**config.mk**
```make
export PLATFORM = sky130hd
export DESIGN_NAME = quaternion_rotation_unit
export DESIGN_NICKNAME = d
export VERILOG_FILES = /design/src/rtl/qru_pkg.sv /design/src/rtl/qru_dpath.sv /design/src/rtl/qru_ctrl.sv /design/src/rtl/quaternion_rotation_unit.sv
export VERILOG_INCLUDE_DIRS = /design/src /design/src/rtl
export SDC_FILE = /design/constraint.sdc
export NUM_CORES = 2
export LEC_CHECK = 0
export BUFFER_PORTS_ARGS = -buffer_cell sky130_fd_sc_hd__buf_4
export CAP_MARGIN = 25
export CORE_UTILIZATION = 55
export DETAILED_ROUTE_END_ITERATION = 12
export GPL_ROUTABILITY_DRIVEN = 1
export PLACE_DENSITY_LB_ADDON = 0.3
export SYNTH_ARGS = -nofsm -noshare
export SYNTH_HDL_FRONTEND = slang
export SYNTH_HIERARCHICAL = 1
export SYNTH_SLANG_ARGS = --single-unit
```
**constraint.sdc**
```tcl
create_clock -name clk_i -period 15.2 [get_ports clk_i]
set_clock_uncertainty 0.2 [all_clocks]
set_input_delay 1.52 -clock clk_i [delete_from_list [all_inputs] [get_ports clk_i]]
set_output_delay 1.52 -clock clk_i [all_outputs]
set_load 0.01 [all_outputs]
```
**src/rtl/quaternion_rotation_unit_assert.svh**
```systemverilog
// Assertion macros for the quaternion rotation unit.
// Used by modules with clk_i and rst_ni in scope; no other dependencies.
`ifndef QUATERNION_ROTATION_UNIT_ASSERT_SVH
`define QUATERNION_ROTATION_UNIT_ASSERT_SVH

// Consequent must hold in the same cycle as the antecedent.
`define QRU_ASSERT_NOW(lbl, ante, cons, msg) \
  lbl: assert property (@(posedge clk_i) disable iff (!rst_ni) (ante) |-> (cons)) \
    else $error(msg);

// Consequent must hold in the cycle after the antecedent.
`define QRU_ASSERT_NEXT(lbl, ante, cons, msg) \
  lbl: assert property (@(posedge clk_i) disable iff (!rst_ni) (ante) |=> (cons)) \
    else $error(msg);

`endif

```
**src/rtl/qru_pkg.sv**
```systemverilog
// Shared types, constants and tables of the quaternion rotation unit.
// No dependencies; used by qru_ctrl, qru_dpath and the top level.
package qru_pkg;

  // CORDIC iteration count, clamped to the arctangent table size
  localparam int unsigned CORDIC_STEPS = 16;
  localparam int unsigned CordicIter =
    (CORDIC_STEPS > 24) ? 24 : ((CORDIC_STEPS < 1) ? 1 : CORDIC_STEPS);
  localparam logic [4:0] CordicLast = 5'(CordicIter - 1);

  localparam logic signed [33:0] CordicGain = 34'sd652032874;
  localparam logic signed [33:0] PiQ30      = 34'sd3373259426;
  localparam logic signed [33:0] HalfPiQ30  = 34'sd1686629713;
  localparam logic signed [35:0] OneQ28     = 36'sd268435456;

  // Component indexes
  localparam logic [1:0] IdxS = 2'd0;
  localparam logic [1:0] IdxX = 2'd1;
  localparam logic [1:0] IdxY = 2'd2;
  localparam logic [1:0] IdxZ = 2'd3;

  typedef enum logic [2:0] {
    CMD_LOAD = 3'd0,
    CMD_MUL  = 3'd1,
    CMD_NORM = 3'd2,
    CMD_MAT  = 3'd3,
    CMD_AXIS = 3'd4
  } cmd_e;

  // Second multiplier operand source
  typedef enum logic [1:0] {
    SRC_STATE = 2'd0,
    SRC_IN    = 2'd1,
    SRC_WORK  = 2'd2
  } src_e;

  // One multiply-accumulate term
  typedef struct packed {
    logic       en;
    logic       a_work;
    logic [1:0] a_idx;
    src_e       b_src;
    logic [1:0] b_idx;
    logic       neg;
    logic       dbl;
    logic       one;
  } term_t;

  // Datapath command word
  typedef struct packed {
    logic       ld_in;
    logic       st_from_in;
    logic       st_from_w;
    logic       w_from_state;
    logic       w_from_axis;
    logic       mac_en;
    logic       mac_first;
    term_t      term;
    logic       rnd_wr;
    logic [1:0] widx;
    logic       sqrt_init;
    logic       sqrt_step;
    logic       div_init;
    logic       div_step;
    logic       div_wr;
    logic       cor_init;
    logic       cor_step;
    logic [4:0] iter;
    logic       scl_wr;
    logic       cos_wr;
    logic       emit_q;
    logic       emit_row;
    logic [1:0] row;
    logic       err;
    logic       last;
  } dp_cmd_t;

  typedef struct packed {
    logic acc_zero;
  } dp_stat_t;

  localparam term_t TermNone = '0;

  function automatic term_t mk_term(input logic a_work, input logic [1:0] a,
                                    input src_e bs, input logic [1:0] b,
                                    input logic neg, input logic dbl,
                                    input logic one);
    term_t t;
    t.en     = 1'b1;
    t.a_work = a_work;
    t.a_idx  = a;
    t.b_src  = bs;
    t.b_idx  = b;
    t.neg    = neg;
    t.dbl    = dbl;
    t.one    = one;
    return t;
  endfunction

  // Hamilton product terms: element e, slot k
  function automatic term_t mul_term(input logic [1:0] e, input logic [1:0] k);
    term_t t;
    case ({e, k})
      4'd0:    t = mk_term(1'b0, IdxS, SRC_IN, IdxS, 1'b0, 1'b0, 1'b0);
      4'd1:    t = mk_term(1'b0, IdxX, SRC_IN, IdxX, 1'b1, 1'b0, 1'b0);
      4'd2:    t = mk_term(1'b0, IdxY, SRC_IN, IdxY, 1'b1, 1'b0, 1'b0);
      4'd3:    t = mk_term(1'b0, IdxZ, SRC_IN, IdxZ, 1'b1, 1'b0, 1'b0);
      4'd4:    t = mk_term(1'b0, IdxS, SRC_IN, IdxX, 1'b0, 1'b0, 1'b0);
      4'd5:    t = mk_term(1'b0, IdxX, SRC_IN, IdxS, 1'b0, 1'b0, 1'b0);
      4'd6:    t = mk_term(1'b0, IdxY, SRC_IN, IdxZ, 1'b0, 1'b0, 1'b0);
      4'd7:    t = mk_term(1'b0, IdxZ, SRC_IN, IdxY, 1'b1, 1'b0, 1'b0);
      4'd8:    t = mk_term(1'b0, IdxS, SRC_IN, IdxY, 1'b0, 1'b0, 1'b0);
      4'd9:    t = mk_term(1'b0, IdxY, SRC_IN, IdxS, 1'b0, 1'b0, 1'b0);
      4'd10:   t = mk_term(1'b0, IdxZ, SRC_IN, IdxX, 1'b0, 1'b0, 1'b0);
      4'd11:   t = mk_term(1'b0, IdxX, SRC_IN, IdxZ, 1'b1, 1'b0, 1'b0);
      4'd12:   t = mk_term(1'b0, IdxS, SRC_IN, IdxZ, 1'b0, 1'b0, 1'b0);
      4'd13:   t = mk_term(1'b0, IdxZ, SRC_IN, IdxS, 1'b0, 1'b0, 1'b0);
      4'd14:   t = mk_term(1'b0, IdxX, SRC_IN, IdxY, 1'b0, 1'b0, 1'b0);
      4'd15:   t = mk_term(1'b0, IdxY, SRC_IN, IdxX, 1'b1, 1'b0, 1'b0);
      default: t = TermNone;
    endcase
    return t;
  endfunction

  // Rotation matrix terms (doubled products): row r, column c, slot k
  function automatic term_t mat_term(input logic [1:0] r, input logic [1:0] c,
                                     input logic [1:0] k);
    term_t t;
    if (k[1]) begin
      t = TermNone;
    end else begin
      case ({r, c, k[0]})
        5'b00000: t = mk_term(1'b0, IdxY, SRC_STATE, IdxY, 1'b1, 1'b1, 1'b1);
        5'b00001: t = mk_term(1'b0, IdxZ, SRC_STATE, IdxZ, 1'b1, 1'b1, 1'b0);
        5'b00010: t = mk_term(1'b0, IdxX, SRC_STATE, IdxY, 1'b0, 1'b1, 1'b0);
        5'b00011: t = mk_term(1'b0, IdxS, SRC_STATE, IdxZ, 1'b0, 1'b1, 1'b0);
        5'b00100: t = mk_term(1'b0, IdxX, SRC_STATE, IdxZ, 1'b0, 1'b1, 1'b0);
        5'b00101: t = mk_term(1'b0, IdxS, SRC_STATE, IdxY, 1'b1, 1'b1, 1'b0);
        5'b01000: t = mk_term(1'b0, IdxX, SRC_STATE, IdxY, 1'b0, 1'b1, 1'b0);
        5'b01001: t = mk_term(1'b0, IdxS, SRC_STATE, IdxZ, 1'b1, 1'b1, 1'b0);
        5'b01010: t = mk_term(1'b0, IdxX, SRC_STATE, IdxX, 1'b1, 1'b1, 1'b1);
        5'b01011: t = mk_term(1'b0, IdxZ, SRC_STATE, IdxZ, 1'b1, 1'b1, 1'b0);
        5'b01100: t = mk_term(1'b0, IdxY, SRC_STATE, IdxZ, 1'b0, 1'b1, 1'b0);
        5'b01101: t = mk_term(1'b0, IdxS, SRC_STATE, IdxX, 1'b0, 1'b1, 1'b0);
        5'b10000: t = mk_term(1'b0, IdxX, SRC_STATE, IdxZ, 1'b0, 1'b1, 1'b0);
        5'b10001: t = mk_term(1'b0, IdxS, SRC_STATE, IdxY, 1'b0, 1'b1, 1'b0);
        5'b10010: t = mk_term(1'b0, IdxY, SRC_STATE, IdxZ, 1'b0, 1'b1, 1'b0);
        5'b10011: t = mk_term(1'b0, IdxS, SRC_STATE, IdxX, 1'b1, 1'b1, 1'b0);
        5'b10100: t = mk_term(1'b0, IdxX, SRC_STATE, IdxX, 1'b1, 1'b1, 1'b1);
        5'b10101: t = mk_term(1'b0, IdxY, SRC_STATE, IdxY, 1'b1, 1'b1, 1'b0);
        default:  t = TermNone;
      endcase
    end
    return t;
  endfunction

  // Truncated arctangent table, Q4.30
  function automatic logic signed [33:0] atan_f(input logic [4:0] i);
    logic signed [33:0] v;
    case (i)
      5'd0:    v = 34'sh03243F6A8;
      5'd1:    v = 34'sh01DAC6705;
      5'd2:    v = 34'sh00FADBAFC;
      5'd3:    v = 34'sh007F56EA6;
      5'd4:    v = 34'sh003FEAB76;
      5'd5:    v = 34'sh001FFD55B;
      5'd6:    v = 34'sh000FFFAAA;
      5'd7:    v = 34'sh0007FFF55;
      5'd8:    v = 34'sh0003FFFEA;
      5'd9:    v = 34'sh0001FFFFD;
      5'd10:   v = 34'sh0000FFFFF;
      5'd11:   v = 34'sh00007FFFF;
      5'd12:   v = 34'sh00003FFFF;
      5'd13:   v = 34'sh00001FFFF;
      5'd14:   v = 34'sh00000FFFF;
      5'd15:   v = 34'sh000007FFF;
      5'd16:   v = 34'sh000003FFF;
      5'd17:   v = 34'sh000001FFF;
      5'd18:   v = 34'sh000000FFF;
      5'd19:   v = 34'sh0000007FF;
      5'd20:   v = 34'sh0000003FF;
      5'd21:   v = 34'sh0000001FF;
      5'd22:   v = 34'sh0000000FF;
      5'd23:   v = 34'sh00000007F;
      default: v = '0;
    endcase
    return v;
  endfunction

  // Clamp to signed 16 bits
  function automatic logic signed [15:0] sat16_f(input logic signed [51:0] v);
    if (v > 52'sd32767) begin
      return 16'sh7FFF;
    end else if (v < -52'sd32768) begin
      return 16'sh8000;
    end
    return v[15:0];
  endfunction

endpackage

```
**src/rtl/qru_dpath.sv**
```systemverilog
// Datapath of the quaternion rotation unit: state, MAC, square root,
// divider, CORDIC and output registers. Depends on qru_pkg.
module qru_dpath (
  input  logic                clk_i,
  input  logic                rst_ni,
  input  qru_pkg::dp_cmd_t    cmd_i,
  output qru_pkg::dp_stat_t   stat_o,
  input  logic signed [15:0]  in_s_i,
  input  logic signed [15:0]  in_x_i,
  input  logic signed [15:0]  in_y_i,
  input  logic signed [15:0]  in_z_i,
  input  logic signed [15:0]  in_angle_i,
  output logic                out_valid_o,
  output logic                kind_o,
  output logic [1:0]          row_o,
  output logic signed [15:0]  e0_o,
  output logic signed [15:0]  e1_o,
  output logic signed [15:0]  e2_o,
  output logic signed [15:0]  e3_o,
  output logic                error_o,
  output logic                last_o
);

  logic signed [15:0] st_q [4];
  logic signed [15:0] in_q [4];
  logic signed [15:0] w_q  [4];
  logic signed [15:0] ang_q;

  logic signed [35:0] acc_q, acc_d;
  logic [63:0] rad_q;
  logic [35:0] rem_q;
  logic [31:0] root_q;
  logic [46:0] drem_q, ddiv_q;
  logic [14:0] quo_q;
  logic        dsat_q;
  logic signed [33:0] cz_q, cx_q, cy_q;
  logic        cneg_q;

  logic        out_valid_q, kind_q, err_q, last_q;
  logic [1:0]  row_q;
  logic signed [15:0] e_q [4];

  // MAC operands and accumulate
  logic signed [15:0] a_op, b_op;
  logic signed [31:0] prod;
  logic signed [35:0] term_v, base;
  qru_pkg::term_t     tm;

  assign tm = cmd_i.term;

  always_comb begin
    a_op = tm.a_work ? w_q[tm.a_idx] : st_q[tm.a_idx];
    case (tm.b_src)
      qru_pkg::SRC_STATE: b_op = st_q[tm.b_idx];
      qru_pkg::SRC_IN:    b_op = in_q[tm.b_idx];
      qru_pkg::SRC_WORK:  b_op = w_q[tm.b_idx];
      default:            b_op = '0;
    endcase
    prod   = a_op * b_op;
    term_v = tm.dbl ? {{3{prod[31]}}, prod, 1'b0} : {{4{prod[31]}}, prod};
    base   = cmd_i.mac_first ? (tm.one ? qru_pkg::OneQ28 : '0) : acc_q;
    acc_d  = tm.neg ? (base - term_v) : (base + term_v);
  end

  assign stat_o.acc_zero = (acc_q == '0);

  // Q2.14 rounding of the accumulator
  logic signed [51:0] sum14;
  logic signed [15:0] rnd14;
  assign sum14 = {{16{acc_q[35]}}, acc_q} + 52'sd8192;
  assign rnd14 = qru_pkg::sat16_f(sum14 >>> 14);

  // Square root step
  logic [35:0] t_rem, trial;
  assign t_rem = {rem_q[33:0], rad_q[63:62]};
  assign trial = {2'b00, root_q, 2'b01};

  // Divider setup and step
  logic signed [15:0] dcomp;
  logic [15:0] mag;
  logic [57:0] num, lim;
  logic        dge;
  logic [15:0] qmag;
  assign dcomp = w_q[cmd_i.widx];
  assign mag   = dcomp[15] ? (~dcomp + 16'd1) : dcomp;
  assign num   = {mag, 42'd0} + {27'd0, root_q[31:1]};
  assign lim   = {11'd0, root_q, 15'd0};
  assign dge   = (drem_q >= ddiv_q);
  assign qmag  = {1'b0, (dsat_q ? 15'h7FFF : quo_q)};

  // CORDIC range reduction, step and outputs
  logic signed [33:0] z0, sx, sy, cos_v, sin_v;
  assign z0    = {{2{ang_q[15]}}, ang_q, 16'd0};
  assign sx    = cx_q >>> cmd_i.iter;
  assign sy    = cy_q >>> cmd_i.iter;
  assign cos_v = cneg_q ? -cx_q : cx_q;
  assign sin_v = cneg_q ? -cy_q : cy_q;

  // Axis scaling by sine, scalar from cosine
  logic [1:0]         wprev;
  logic signed [49:0] sprod;
  logic signed [51:0] sum30, sum16;
  logic signed [15:0] rnd30, rndc;
  assign wprev = cmd_i.widx - 2'd1;
  assign sprod = w_q[wprev] * sin_v;
  assign sum30 = {{2{sprod[49]}}, sprod} + 52'sd536870912;
  assign rnd30 = qru_pkg::sat16_f(sum30 >>> 30);
  assign sum16 = {{18{cos_v[33]}}, cos_v} + 52'sd32768;
  assign rndc  = qru_pkg::sat16_f(sum16 >>> 16);

  // Held quaternion, reset to identity
  always_ff @(posedge clk_i or negedge rst_ni) begin
    if (!rst_ni) begin
      st_q[0] <= 16'sd16384;
      st_q[1] <= '0;
      st_q[2] <= '0;
      st_q[3] <= '0;
    end else if (cmd_i.st_from_in) begin
      st_q[0] <= in_s_i;
      st_q[1] <= in_x_i;
      st_q[2] <= in_y_i;
      st_q[3] <= in_z_i;
    end else if (cmd_i.st_from_w) begin
      st_q <= w_q;
    end
  end

  // Result strobe
  always_ff @(posedge clk_i or negedge rst_ni) begin
    if (!rst_ni) begin
      out_valid_q <= 1'b0;
    end else begin
      out_valid_q <= cmd_i.emit_q | cmd_i.emit_row;
    end
  end

  // Payload registers
  always_ff @(posedge clk_i) begin
    if (cmd_i.ld_in) begin
      in_q[0] <= in_s_i;
      in_q[1] <= in_x_i;
      in_q[2] <= in_y_i;
      in_q[3] <= in_z_i;
      ang_q   <= in_angle_i;
    end

    // working vector
    if (cmd_i.w_from_state) begin
      w_q <= st_q;
    end else if (cmd_i.w_from_axis) begin
      w_q[0] <= in_x_i;
      w_q[1] <= in_y_i;
      w_q[2] <= in_z_i;
      w_q[3] <= '0;
    end else if (cmd_i.rnd_wr) begin
      w_q[cmd_i.widx] <= rnd14;
    end else if (cmd_i.div_wr) begin
      w_q[cmd_i.widx] <= dcomp[15] ? (~qmag + 16'd1) : qmag;
    end else if (cmd_i.scl_wr) begin
      w_q[cmd_i.widx] <= rnd30;
    end else if (cmd_i.cos_wr) begin
      w_q[0] <= rndc;
    end

    if (cmd_i.mac_en) begin
      acc_q <= acc_d;
    end

    // restoring square root, one result bit per cycle
    if (cmd_i.sqrt_init) begin
      rad_q  <= {acc_q, 28'd0};
      rem_q  <= '0;
      root_q <= '0;
    end else if (cmd_i.sqrt_step) begin
      rad_q <= {rad_q[61:0], 2'b00};
      if (t_rem >= trial) begin
        rem_q  <= t_rem - trial;
        root_q <= {root_q[30:0], 1'b1};
      end else begin
        rem_q  <= t_rem;
        root_q <= {root_q[30:0], 1'b0};
      end
    end

    // restoring divider, one quotient bit per cycle
    if (cmd_i.div_init) begin
      dsat_q <= (num >= lim);
      drem_q <= num[46:0];
      ddiv_q <= {1'b0, root_q, 14'd0};
      quo_q  <= '0;
    end else if (cmd_i.div_step) begin
      if (dge) begin
        drem_q <= drem_q - ddiv_q;
      end
      ddiv_q <= {1'b0, ddiv_q[46:1]};
      quo_q  <= {quo_q[13:0], dge};
    end

    // CORDIC rotation
    if (cmd_i.cor_init) begin
      cx_q <= qru_pkg::CordicGain;
      cy_q <= '0;
      if (z0 > qru_pkg::HalfPiQ30) begin
        cz_q   <= z0 - qru_pkg::PiQ30;
        cneg_q <= 1'b1;
      end else if (z0 < -qru_pkg::HalfPiQ30) begin
        cz_q   <= z0 + qru_pkg::PiQ30;
        cneg_q <= 1'b1;
      end else begin
        cz_q   <= z0;
        cneg_q <= 1'b0;
      end
    end else if (cmd_i.cor_step) begin
      if (!cz_q[33]) begin
        cx_q <= cx_q - sy;
        cy_q <= cy_q + sx;
        cz_q <= cz_q - qru_pkg::atan_f(cmd_i.iter);
      end else begin
        cx_q <= cx_q + sy;
        cy_q <= cy_q - sx;
        cz_q <= cz_q + qru_pkg::atan_f(cmd_i.iter);
      end
    end

    // result fields
    if (cmd_i.emit_q) begin
      kind_q <= 1'b0;
      row_q  <= '0;
      e_q    <= st_q;
      err_q  <= cmd_i.err;
      last_q <= 1'b1;
    end else if (cmd_i.emit_row) begin
      kind_q <= 1'b1;
      row_q  <= cmd_i.row;
      e_q[0] <= w_q[0];
      e_q[1] <= w_q[1];
      e_q[2] <= w_q[2];
      e_q[3] <= '0;
      err_q  <= 1'b0;
      last_q <= cmd_i.last;
    end
  end

  assign out_valid_o = out_valid_q;
  assign kind_o      = kind_q;
  assign row_o       = row_q;
  assign e0_o        = e_q[0];
  assign e1_o        = e_q[1];
  assign e2_o        = e_q[2];
  assign e3_o        = e_q[3];
  assign error_o     = err_q;
  assign last_o      = last_q;

endmodule

```
**src/rtl/qru_ctrl.sv**
```systemverilog
// Controller of the quaternion rotation unit: sequences the datapath per command.
// Depends on qru_pkg and quaternion_rotation_unit_assert.svh.
`include "quaternion_rotation_unit_assert.svh"

module qru_ctrl (
  input  logic              clk_i,
  input  logic              rst_ni,
  input  logic              start_i,
  input  logic [2:0]        command_i,
  input  qru_pkg::dp_stat_t stat_i,
  output logic              busy_o,
  output qru_pkg::dp_cmd_t  cmd_o
);

  typedef enum logic [15:0] {
    S_IDLE   = 16'h0001,
    S_MAC    = 16'h0002,
    S_RND    = 16'h0004,
    S_ROW    = 16'h0008,
    S_SQ     = 16'h0010,
    S_CHK    = 16'h0020,
    S_SQRT   = 16'h0040,
    S_DINIT  = 16'h0080,
    S_DIV    = 16'h0100,
    S_DWR    = 16'h0200,
    S_CINIT  = 16'h0400,
    S_CSTEP  = 16'h0800,
    S_SCALE  = 16'h1000,
    S_COSW   = 16'h2000,
    S_COMMIT = 16'h4000,
    S_EMIT   = 16'h8000
  } state_e;

  state_e     st_q, st_d;
  logic [4:0] cnt_q, cnt_d;
  logic [1:0] col_q, col_d;
  logic [1:0] row_q, row_d;
  logic       mat_q, mat_d;
  logic       ph_q, ph_d;
  logic       err_q, err_d;

  // Control registers
  always_ff @(posedge clk_i or negedge rst_ni) begin
    if (!rst_ni) begin
      st_q  <= S_IDLE;
      cnt_q <= '0;
      col_q <= '0;
      row_q <= '0;
      mat_q <= 1'b0;
      ph_q  <= 1'b0;
      err_q <= 1'b0;
    end else begin
      st_q  <= st_d;
      cnt_q <= cnt_d;
      col_q <= col_d;
      row_q <= row_d;
      mat_q <= mat_d;
      ph_q  <= ph_d;
      err_q <= err_d;
    end
  end

  // Next state and datapath commands
  always_comb begin
    st_d  = st_q;
    cnt_d = cnt_q;
    col_d = col_q;
    row_d = row_q;
    mat_d = mat_q;
    ph_d  = ph_q;
    err_d = err_q;
    cmd_o = '0;
    cmd_o.widx = col_q;
    cmd_o.iter = cnt_q;
    cmd_o.row  = row_q;
    cmd_o.err  = err_q;
    cmd_o.last = (row_q == 2'd2);

    case (st_q)
      S_IDLE: begin
        if (start_i) begin
          cmd_o.ld_in = 1'b1;
          cnt_d = '0;
          col_d = '0;
          row_d = '0;
          err_d = 1'b0;
          case (command_i)
            qru_pkg::CMD_LOAD: begin
              cmd_o.st_from_in = 1'b1;
              st_d = S_EMIT;
            end
            qru_pkg::CMD_MUL: begin
              mat_d = 1'b0;
              st_d  = S_MAC;
            end
            qru_pkg::CMD_NORM: begin
              cmd_o.w_from_state = 1'b1;
              ph_d = 1'b1;
              st_d = S_SQ;
            end
            qru_pkg::CMD_MAT: begin
              mat_d = 1'b1;
              st_d  = S_MAC;
            end
            qru_pkg::CMD_AXIS: begin
              cmd_o.w_from_axis = 1'b1;
              ph_d = 1'b0;
              st_d = S_SQ;
            end
            default: st_d = S_IDLE;
          endcase
        end
      end

      // sum of product terms for one element
      S_MAC: begin
        cmd_o.mac_en    = 1'b1;
        cmd_o.mac_first = (cnt_q == 5'd0);
        cmd_o.term = mat_q ? qru_pkg::mat_term(row_q, col_q, cnt_q[1:0])
                           : qru_pkg::mul_term(col_q, cnt_q[1:0]);
        if (cnt_q[1:0] == (mat_q ? 2'd1 : 2'd3)) begin
          cnt_d = '0;
          st_d  = S_RND;
        end else begin
          cnt_d = cnt_q + 5'd1;
        end
      end

      S_RND: begin
        cmd_o.rnd_wr = 1'b1;
        if (mat_q) begin
          if (col_q == 2'd2) begin
            col_d = '0;
            st_d  = S_ROW;
          end else begin
            col_d = col_q + 2'd1;
            st_d  = S_MAC;
          end
        end else if (col_q == 2'd3) begin
          st_d = S_COMMIT;
        end else begin
          col_d = col_q + 2'd1;
          st_d  = S_MAC;
        end
      end

      S_ROW: begin
        cmd_o.emit_row = 1'b1;
        if (row_q == 2'd2) begin
          st_d = S_IDLE;
        end else begin
          row_d = row_q + 2'd1;
          st_d  = S_MAC;
        end
      end

      // sum of squares of the working vector
      S_SQ: begin
        cmd_o.mac_en    = 1'b1;
        cmd_o.mac_first = (cnt_q == 5'd0);
        cmd_o.term = qru_pkg::mk_term(1'b1, cnt_q[1:0], qru_pkg::SRC_WORK,
                                      cnt_q[1:0], 1'b0, 1'b0, 1'b0);
        if (cnt_q[1:0] == 2'd3) begin
          cnt_d = '0;
          st_d  = S_CHK;
        end else begin
          cnt_d = cnt_q + 5'd1;
        end
      end

      // zero length is refused with the state left as it was
      S_CHK: begin
        if (stat_i.acc_zero) begin
          err_d = 1'b1;
          st_d  = S_EMIT;
        end else begin
          cmd_o.sqrt_init = 1'b1;
          cnt_d = '0;
          st_d  = S_SQRT;
        end
      end

      S_SQRT: begin
        cmd_o.sqrt_step = 1'b1;
        cnt_d = cnt_q + 5'd1;
        if (cnt_q == 5'd31) begin
          col_d = '0;
          st_d  = S_DINIT;
        end
      end

      S_DINIT: begin
        cmd_o.div_init = 1'b1;
        cnt_d = '0;
        st_d  = S_DIV;
      end

      S_DIV: begin
        cmd_o.div_step = 1'b1;
        cnt_d = cnt_q + 5'd1;
        if (cnt_q == 5'd14) begin
          st_d = S_DWR;
        end
      end

      S_DWR: begin
        cmd_o.div_wr = 1'b1;
        if (col_q == 2'd3) begin
          st_d = ph_q ? S_COMMIT : S_CINIT;
        end else begin
          col_d = col_q + 2'd1;
          st_d  = S_DINIT;
        end
      end

      S_CINIT: begin
        cmd_o.cor_init = 1'b1;
        cnt_d = '0;
        st_d  = S_CSTEP;
      end

      S_CSTEP: begin
        cmd_o.cor_step = 1'b1;
        cnt_d = cnt_q + 5'd1;
        if (cnt_q == qru_pkg::CordicLast) begin
          col_d = 2'd3;
          st_d  = S_SCALE;
        end
      end

      // vector part from the normalized axis, top component first
      S_SCALE: begin
        cmd_o.scl_wr = 1'b1;
        if (col_q == 2'd1) begin
          st_d = S_COSW;
        end else begin
          col_d = col_q - 2'd1;
        end
      end

      S_COSW: begin
        cmd_o.cos_wr = 1'b1;
        ph_d  = 1'b1;
        cnt_d = '0;
        st_d  = S_SQ;
      end

      S_COMMIT: begin
        cmd_o.st_from_w = 1'b1;
        st_d = S_EMIT;
      end

      S_EMIT: begin
        cmd_o.emit_q = 1'b1;
        st_d = S_IDLE;
      end

      default: st_d = S_IDLE;
    endcase
  end

  assign busy_o = (st_q != S_IDLE);

  `QRU_ASSERT_NEXT(a_mul_entry, (st_q == S_IDLE) && start_i && (command_i == qru_pkg::CMD_MUL), st_q == S_MAC, "multiply did not start accumulating")
  `QRU_ASSERT_NEXT(a_zero_refused, (st_q == S_CHK) && stat_i.acc_zero, (st_q == S_EMIT) && err_q, "zero length not refused")
  `QRU_ASSERT_NEXT(a_last_row_ends, (st_q == S_ROW) && (row_q == 2'd2), (st_q == S_IDLE) && !busy_o, "matrix did not end after last row")

endmodule

```
**src/rtl/quaternion_rotation_unit.sv**
```systemverilog
// Top level of the quaternion rotation unit: controller plus datapath.
// Depends on qru_pkg, qru_ctrl and qru_dpath.
//
//   channel   direction  handshake               fields
//   command   in         start_i & !busy_o       command_i, in_s/x/y/z_i, in_angle_i
//   result    out        out_valid_o (1 cycle)   kind_o, row_o, e0..e3_o, error_o, last_o
//
// The square root (32 steps) and the divider (once per component) do most
// of the work of normalize and of angle and axis, with 16 CORDIC steps.
// The registered result strobe rises in the cycle after S_EMIT or S_ROW;
// busy_o is low then, but for the first two rows of a matrix.
// Reset (rst_ni low) loads the identity quaternion and drops all strobes.
// The result receiver cannot stall.
module quaternion_rotation_unit (
  input  logic               clk_i,
  input  logic               rst_ni,
  input  logic               start_i,
  output logic               busy_o,
  input  logic [2:0]         command_i,
  input  logic signed [15:0] in_s_i,
  input  logic signed [15:0] in_x_i,
  input  logic signed [15:0] in_y_i,
  input  logic signed [15:0] in_z_i,
  input  logic signed [15:0] in_angle_i,
  output logic               out_valid_o,
  output logic               kind_o,
  output logic [1:0]         row_o,
  output logic signed [15:0] e0_o,
  output logic signed [15:0] e1_o,
  output logic signed [15:0] e2_o,
  output logic signed [15:0] e3_o,
  output logic               error_o,
  output logic               last_o
);

  qru_pkg::dp_cmd_t  dp_cmd;
  qru_pkg::dp_stat_t dp_stat;

  // Command sequencer
  qru_ctrl u_ctrl (
    .clk_i     (clk_i),
    .rst_ni    (rst_ni),
    .start_i   (start_i),
    .command_i (command_i),
    .stat_i    (dp_stat),
    .busy_o    (busy_o),
    .cmd_o     (dp_cmd)
  );

  // Arithmetic and result registers
  qru_dpath u_dpath (
    .clk_i       (clk_i),
    .rst_ni      (rst_ni),
    .cmd_i       (dp_cmd),
    .stat_o      (dp_stat),
    .in_s_i      (in_s_i),
    .in_x_i      (in_x_i),
    .in_y_i      (in_y_i),
    .in_z_i      (in_z_i),
    .in_angle_i  (in_angle_i),
    .out_valid_o (out_valid_o),
    .kind_o      (kind_o),
    .row_o       (row_o),
    .e0_o        (e0_o),
    .e1_o        (e1_o),
    .e2_o        (e2_o),
    .e3_o        (e3_o),
    .error_o     (error_o),
    .last_o      (last_o)
  );

endmodule
```
## Word level (Yosys, flattened, before mapping)

Memories as Yosys holds them, arrays and structs flattened.
Index checks and enable logic that the tools add are counted.

| word-level totals | value |
|---|---|
| bits in registers | 592 |
| memory bits (writable) | 64 |
| memory bits (read-only) | 2256 |
| input port bits | 86 |
| logic and storage cells | 319 |
| memories kept | 5 |

| operators by class | value |
|---|---|
| $add $sub $neg | 24 |
| multipliers | 2 |
| order comparisons | 16 |
| equality and inequality tests | 44 |
| shift operators | 2 |
| multiplexer cells | 150 |
| bitwise operators | 7 |
| reduce and logical (&&, ||, !) cells | 31 |

Memories:

| memory | words | bits a word | rd ports | clocked after Yosys merged registers in | write ports | RTL line | RTL |
|---|---|---|---|---|---|---|---|
| (no name shown) | 32 | 30 | 1 | 0 | 0 | qru_pkg.sv:160 | `case (i)` |
| (no name shown) | 32 | 30 | 1 | 0 | 0 | qru_pkg.sv:160 |  |
| (no name shown) | 32 | 8 | 1 | 0 | 0 | qru_pkg.sv:132 | `case ({r, c, k[0]})` |
| (no name shown) | 16 | 5 | 1 | 0 | 0 | qru_pkg.sv:103 | `case ({e, k})` |
| u_dpath.in_q | 4 | 16 | 1 | 0 | 4 | qru_dpath.sv:25 | `logic signed [15:0] in_q [4];` |

Operators with widths:

| operator | number |
|---|---|
| $mux 64 | 10 |
| $mux 16 | 37 |
| $mux 34 | 16 |
| $pmux 16 s15 | 1 |
| $bmux 16 s2 | 6 |
| $bwmux 64 | 3 |
| $mux 47 | 3 |
| $sub 34x34->34 | 4 |
| $add 34x34->34 | 3 |
| $pmux 16 s3 | 2 |
| $mux 46 | 2 |
| $mux 36 | 2 |
| $neg 34->34 | 2 |
| $sshr 34x5->34 | 2 |
| $add 58x31->58 | 1 |
| $ge 58x47->1 | 1 |
| $add 50x31->51 const B | 1 |
| $mul 16x34->50 | 1 |
| $mux 48 | 1 |
| $ge 47x46->1 | 1 |
| $sub 47x46->47 | 1 |
| $mux 15 | 3 |
| $add 36x15->37 const B | 1 |
| $add 36x33->36 | 1 |
| 79 further kinds | 171 |

## Depth between registers and ports, before layout

| depth | value |
|---|---|
| depth after elaboration | 17 |
| gate-level depth with buffers | 55 |
| gate-level depth less buffers | 49 |

## By module

The synthesis kept the hierarchy.

Modules (own cells, without submodules):

| module | times used | cells each | area an instance (µm²) | seq. area each (µm²) |
|---|---|---|---|---|
| qru_dpath | 1 | 8924 | 80242.0 | 16862.4 |
| qru_ctrl | 1 | 329 | 2648.8 | 701.9 |

## Worst setup path before layout

No wires, ideal clock.

| timing | value |
|---|---|
| path kind | register -> register |
| start | reg u_ctrl.st_q[9] |
| end | reg u_dpath.acc_q[35] (data pin) |
| arrival time | 12939 ps |
| required time | 14737 ps |
| setup slack | 1798 ps |
| cell stages (with the launch flop) | 49 |
| clock period less this slack | 13402 ps |
| cell sequence | dfrtp_1 buf_2 or4_1 nor3_1 nand2_1 o221ai_1 buf_1 buf_1 clkbuf_1 mux4_2 a21oi_1 clkbuf_1 nor2_1 fa_1 inv_1 fa_1 fa_1 fa_1 [... 13 more ...] and2_0 clkbuf_1 nand3_1 or3_1 nand3_1 o2111ai_1 ha_1 nand4_1 nor3b_1 nand3_1 a211oi_1 and3b_1 o211ai_1 a21oi_1 o21ai_0 a211oi_1 xnor2_1 xor2_1 |

RTL lines:

| item | RTL line | RTL |
|---|---|---|
| start, declared | qru_ctrl.sv:34 | `state_e st_q, st_d;` |
| start signal, assigned | qru_ctrl.sv:53 | `st_q <= st_d;` |
| end signal, assigned | qru_dpath.sv:166 | `acc_q <= acc_d;` |
| end, declared | qru_dpath.sv:29 | `logic signed [35:0] acc_q, acc_d;` |

==> impl_metrics.toml <==
[outcome]
status = "finished, final reports clean"

[grt]
grt_max_degree = 115
track_usage = 0.357
overflow = 0
grt_pass1_wl_um = 417000
antenna_found_initial = 27
grt_pass1_vias = 70400

[logic_synthesis]
syn-num-nets = 10600
synth_area_mm2 = 0.0829
synth.avg_cell_area_um2 = 8.96
synth_cells = 9251
synth_warnings = 6

[clock_tree]
clk_latency_ns = 0.74
cts_inserted_buffers = 81
clk_pin_slew_ns = 0.06
hold_buffers = 0
clk_path_buf_depth = 3
cts-root-buf = "clkbuf_16"
clock_sinks = 656
htreeDepth = 3
cts_tree = "built"

[floorplan]
die_area_mm2 = 0.152
start_util = 0.553
row_count = 142
ioPinCount = 157
die_h_um = 390
core_area_mm2 = 0.150
die_w_um = 390

[setup_path]
critical_path.top_delay_family = "adder cells"
crit_path_frequent_cell = "fa_1"
r2r-start = "u_ctrl/st_q[13]"
critical-path-max-stage-delay_ns = 0.57
critPathMaxFanout = 48
critical_path_buf_inv_count = 7
arrival_ns = 14.53
slowest_stage = "mux4_2"
worstSetupPathType = "flop to flop"
cp-start-kind = "flop"
cp.required_ns = 15.43
critical_path.startpoint = "u_ctrl/st_q[13]"
end_kind = "flop"

[timing]
setup_viol = 0
worst_slew_pin_slew_ns = 1.14
maxSlewHeadroom = 0.236
drv_slew = 0
max_freq_mhz = 69.9
rsz0062_at_grt = "false"
finalCritPeriodShare = 0.941
finalHoldViolations = 0
period_minus_slack_ns = 14.30
fin_tns_setup_ns = 0

[routing]
via_count = 71200
final_antenna_net_count = 0
drt_pass1_iterations = 9
post_drt_via_cell_ratio = 6.32
drt-total-wl_um = 274000
drc_errors = 0
wire_per_inst_um = 24.3
drtIter0Drc = 8025

[cells_and_area]
drive_gt1_frac = 0.0997
final_common_cell = "inv_1"
multi_input_area_mm2 = 0.0592
n_fill_cell = 13000
ff_latch_area_mm2 = 0.0176
final_cell_mix = "inv_1 (1152), nand2_1 (937), nor2_1 (920), fa_1 (786), ha_1 (474)"
nets = 10500
area_growth_pct = 7.68

[place]
place.gp.congestion = 1.02
numPortBuffers = 156
hpwl_um = 211000

[worst_hold_path]
hold_start = "u_dpath/rem_q[32]"
hold_path_class = "flop to flop"

[run]
max_cap_violations = 0
## sequential cells by signal, summed over array words and instances, names as in the netlist, 32 cells and up
name	cells
u_dpath/in_q	64
u_dpath/st_q	64
u_dpath/w_q	64
u_dpath/drem_q	47
u_dpath/ddiv_q	46
u_dpath/acc_q	36
u_dpath/rad_q	36
u_dpath/cx_q	34
u_dpath/cy_q	34
u_dpath/cz_q	34
u_dpath/rem_q	34
u_dpath/root_q	32
## layout make-up
type,count,area share
Clock inverter,45,0.00726
Clock buffer,107,0.0263
Antenna cell,10,0.000280
Timing Repair Buffer,324,0.0284
Sequential cell,656,0.197
Tap cell,2016,0.0283
Inverter,1168,0.0492
Multi-Input combinational cell,6938,0.663
## per-stage QoR
step / worst slack, ns / hold WS [ns] / instances / util / instance area [µm²]
final: 0.900 / 0.292 / 11300 / 0.596 / 89200
after global routing: 0.208 / 0.299 / 11300 / 0.596 / 89200
after CTS: 0.789 / 0.293 / 11300 / 0.595 / 89200
after detailed placement: 0.862 / 0.286 / 11100 / 0.575 / 86200
after global placement: 0.908 / 0.279 / 11100 / 0.575 / 86100
after floorplan: 1.80 / 0.247 / 9251 / - / 82900
## final timing paths
path / slack, ns / to / cells after the start
worst min-delay path: 0.29 / u_dpath/rem_q[32] / 2
worst max register to register: 0.90 / u_dpath/acc_q[35] / 47
min in group asynchronous: 0.55 / u_dpath/st_q[13] / 1
worst min register to register: 0.29 / u_dpath/rem_q[32] / 2
worst max-delay path: 0.90 / u_dpath/acc_q[35] / 47
max in group asynchronous: 13.19 / u_dpath/st_q[42] / 3
## metal layers
metal | track usage | vias up | wire [µm]
met5 | 0 | - | 235
met4 | 0.171 | 32 | 14300
met3 | 0.0814 | 707 | 28600
met2 | 0.556 | 3908 | 123000
met1 | 0.472 | 35000 | 108000
li1 | - | 31600 | -
## worst register-to-register path, delay by kind of cell (launching register included)
family	cells	cell delay (ns)
AO/OA/AOI/OAI	13	3.43
XOR/XNOR	2	0.31
adder cells (fa/ha/maj)	8	4.04
buffers and inverters	7	1.00
flip-flops	1	0.46
multiplexers	2	0.84
AND/OR/NAND/NOR	15	3.76
## what timing repair did
action / 4_1_cts / 5_1_grt
setup endpoints to repair: 0 / 4
gates resized for setup: 0 / 2
buffers inserted: 0 / 0
Power is not shown: default switching activity piles up to over one toggle a cycle in this logic, so the estimate is an artifact.
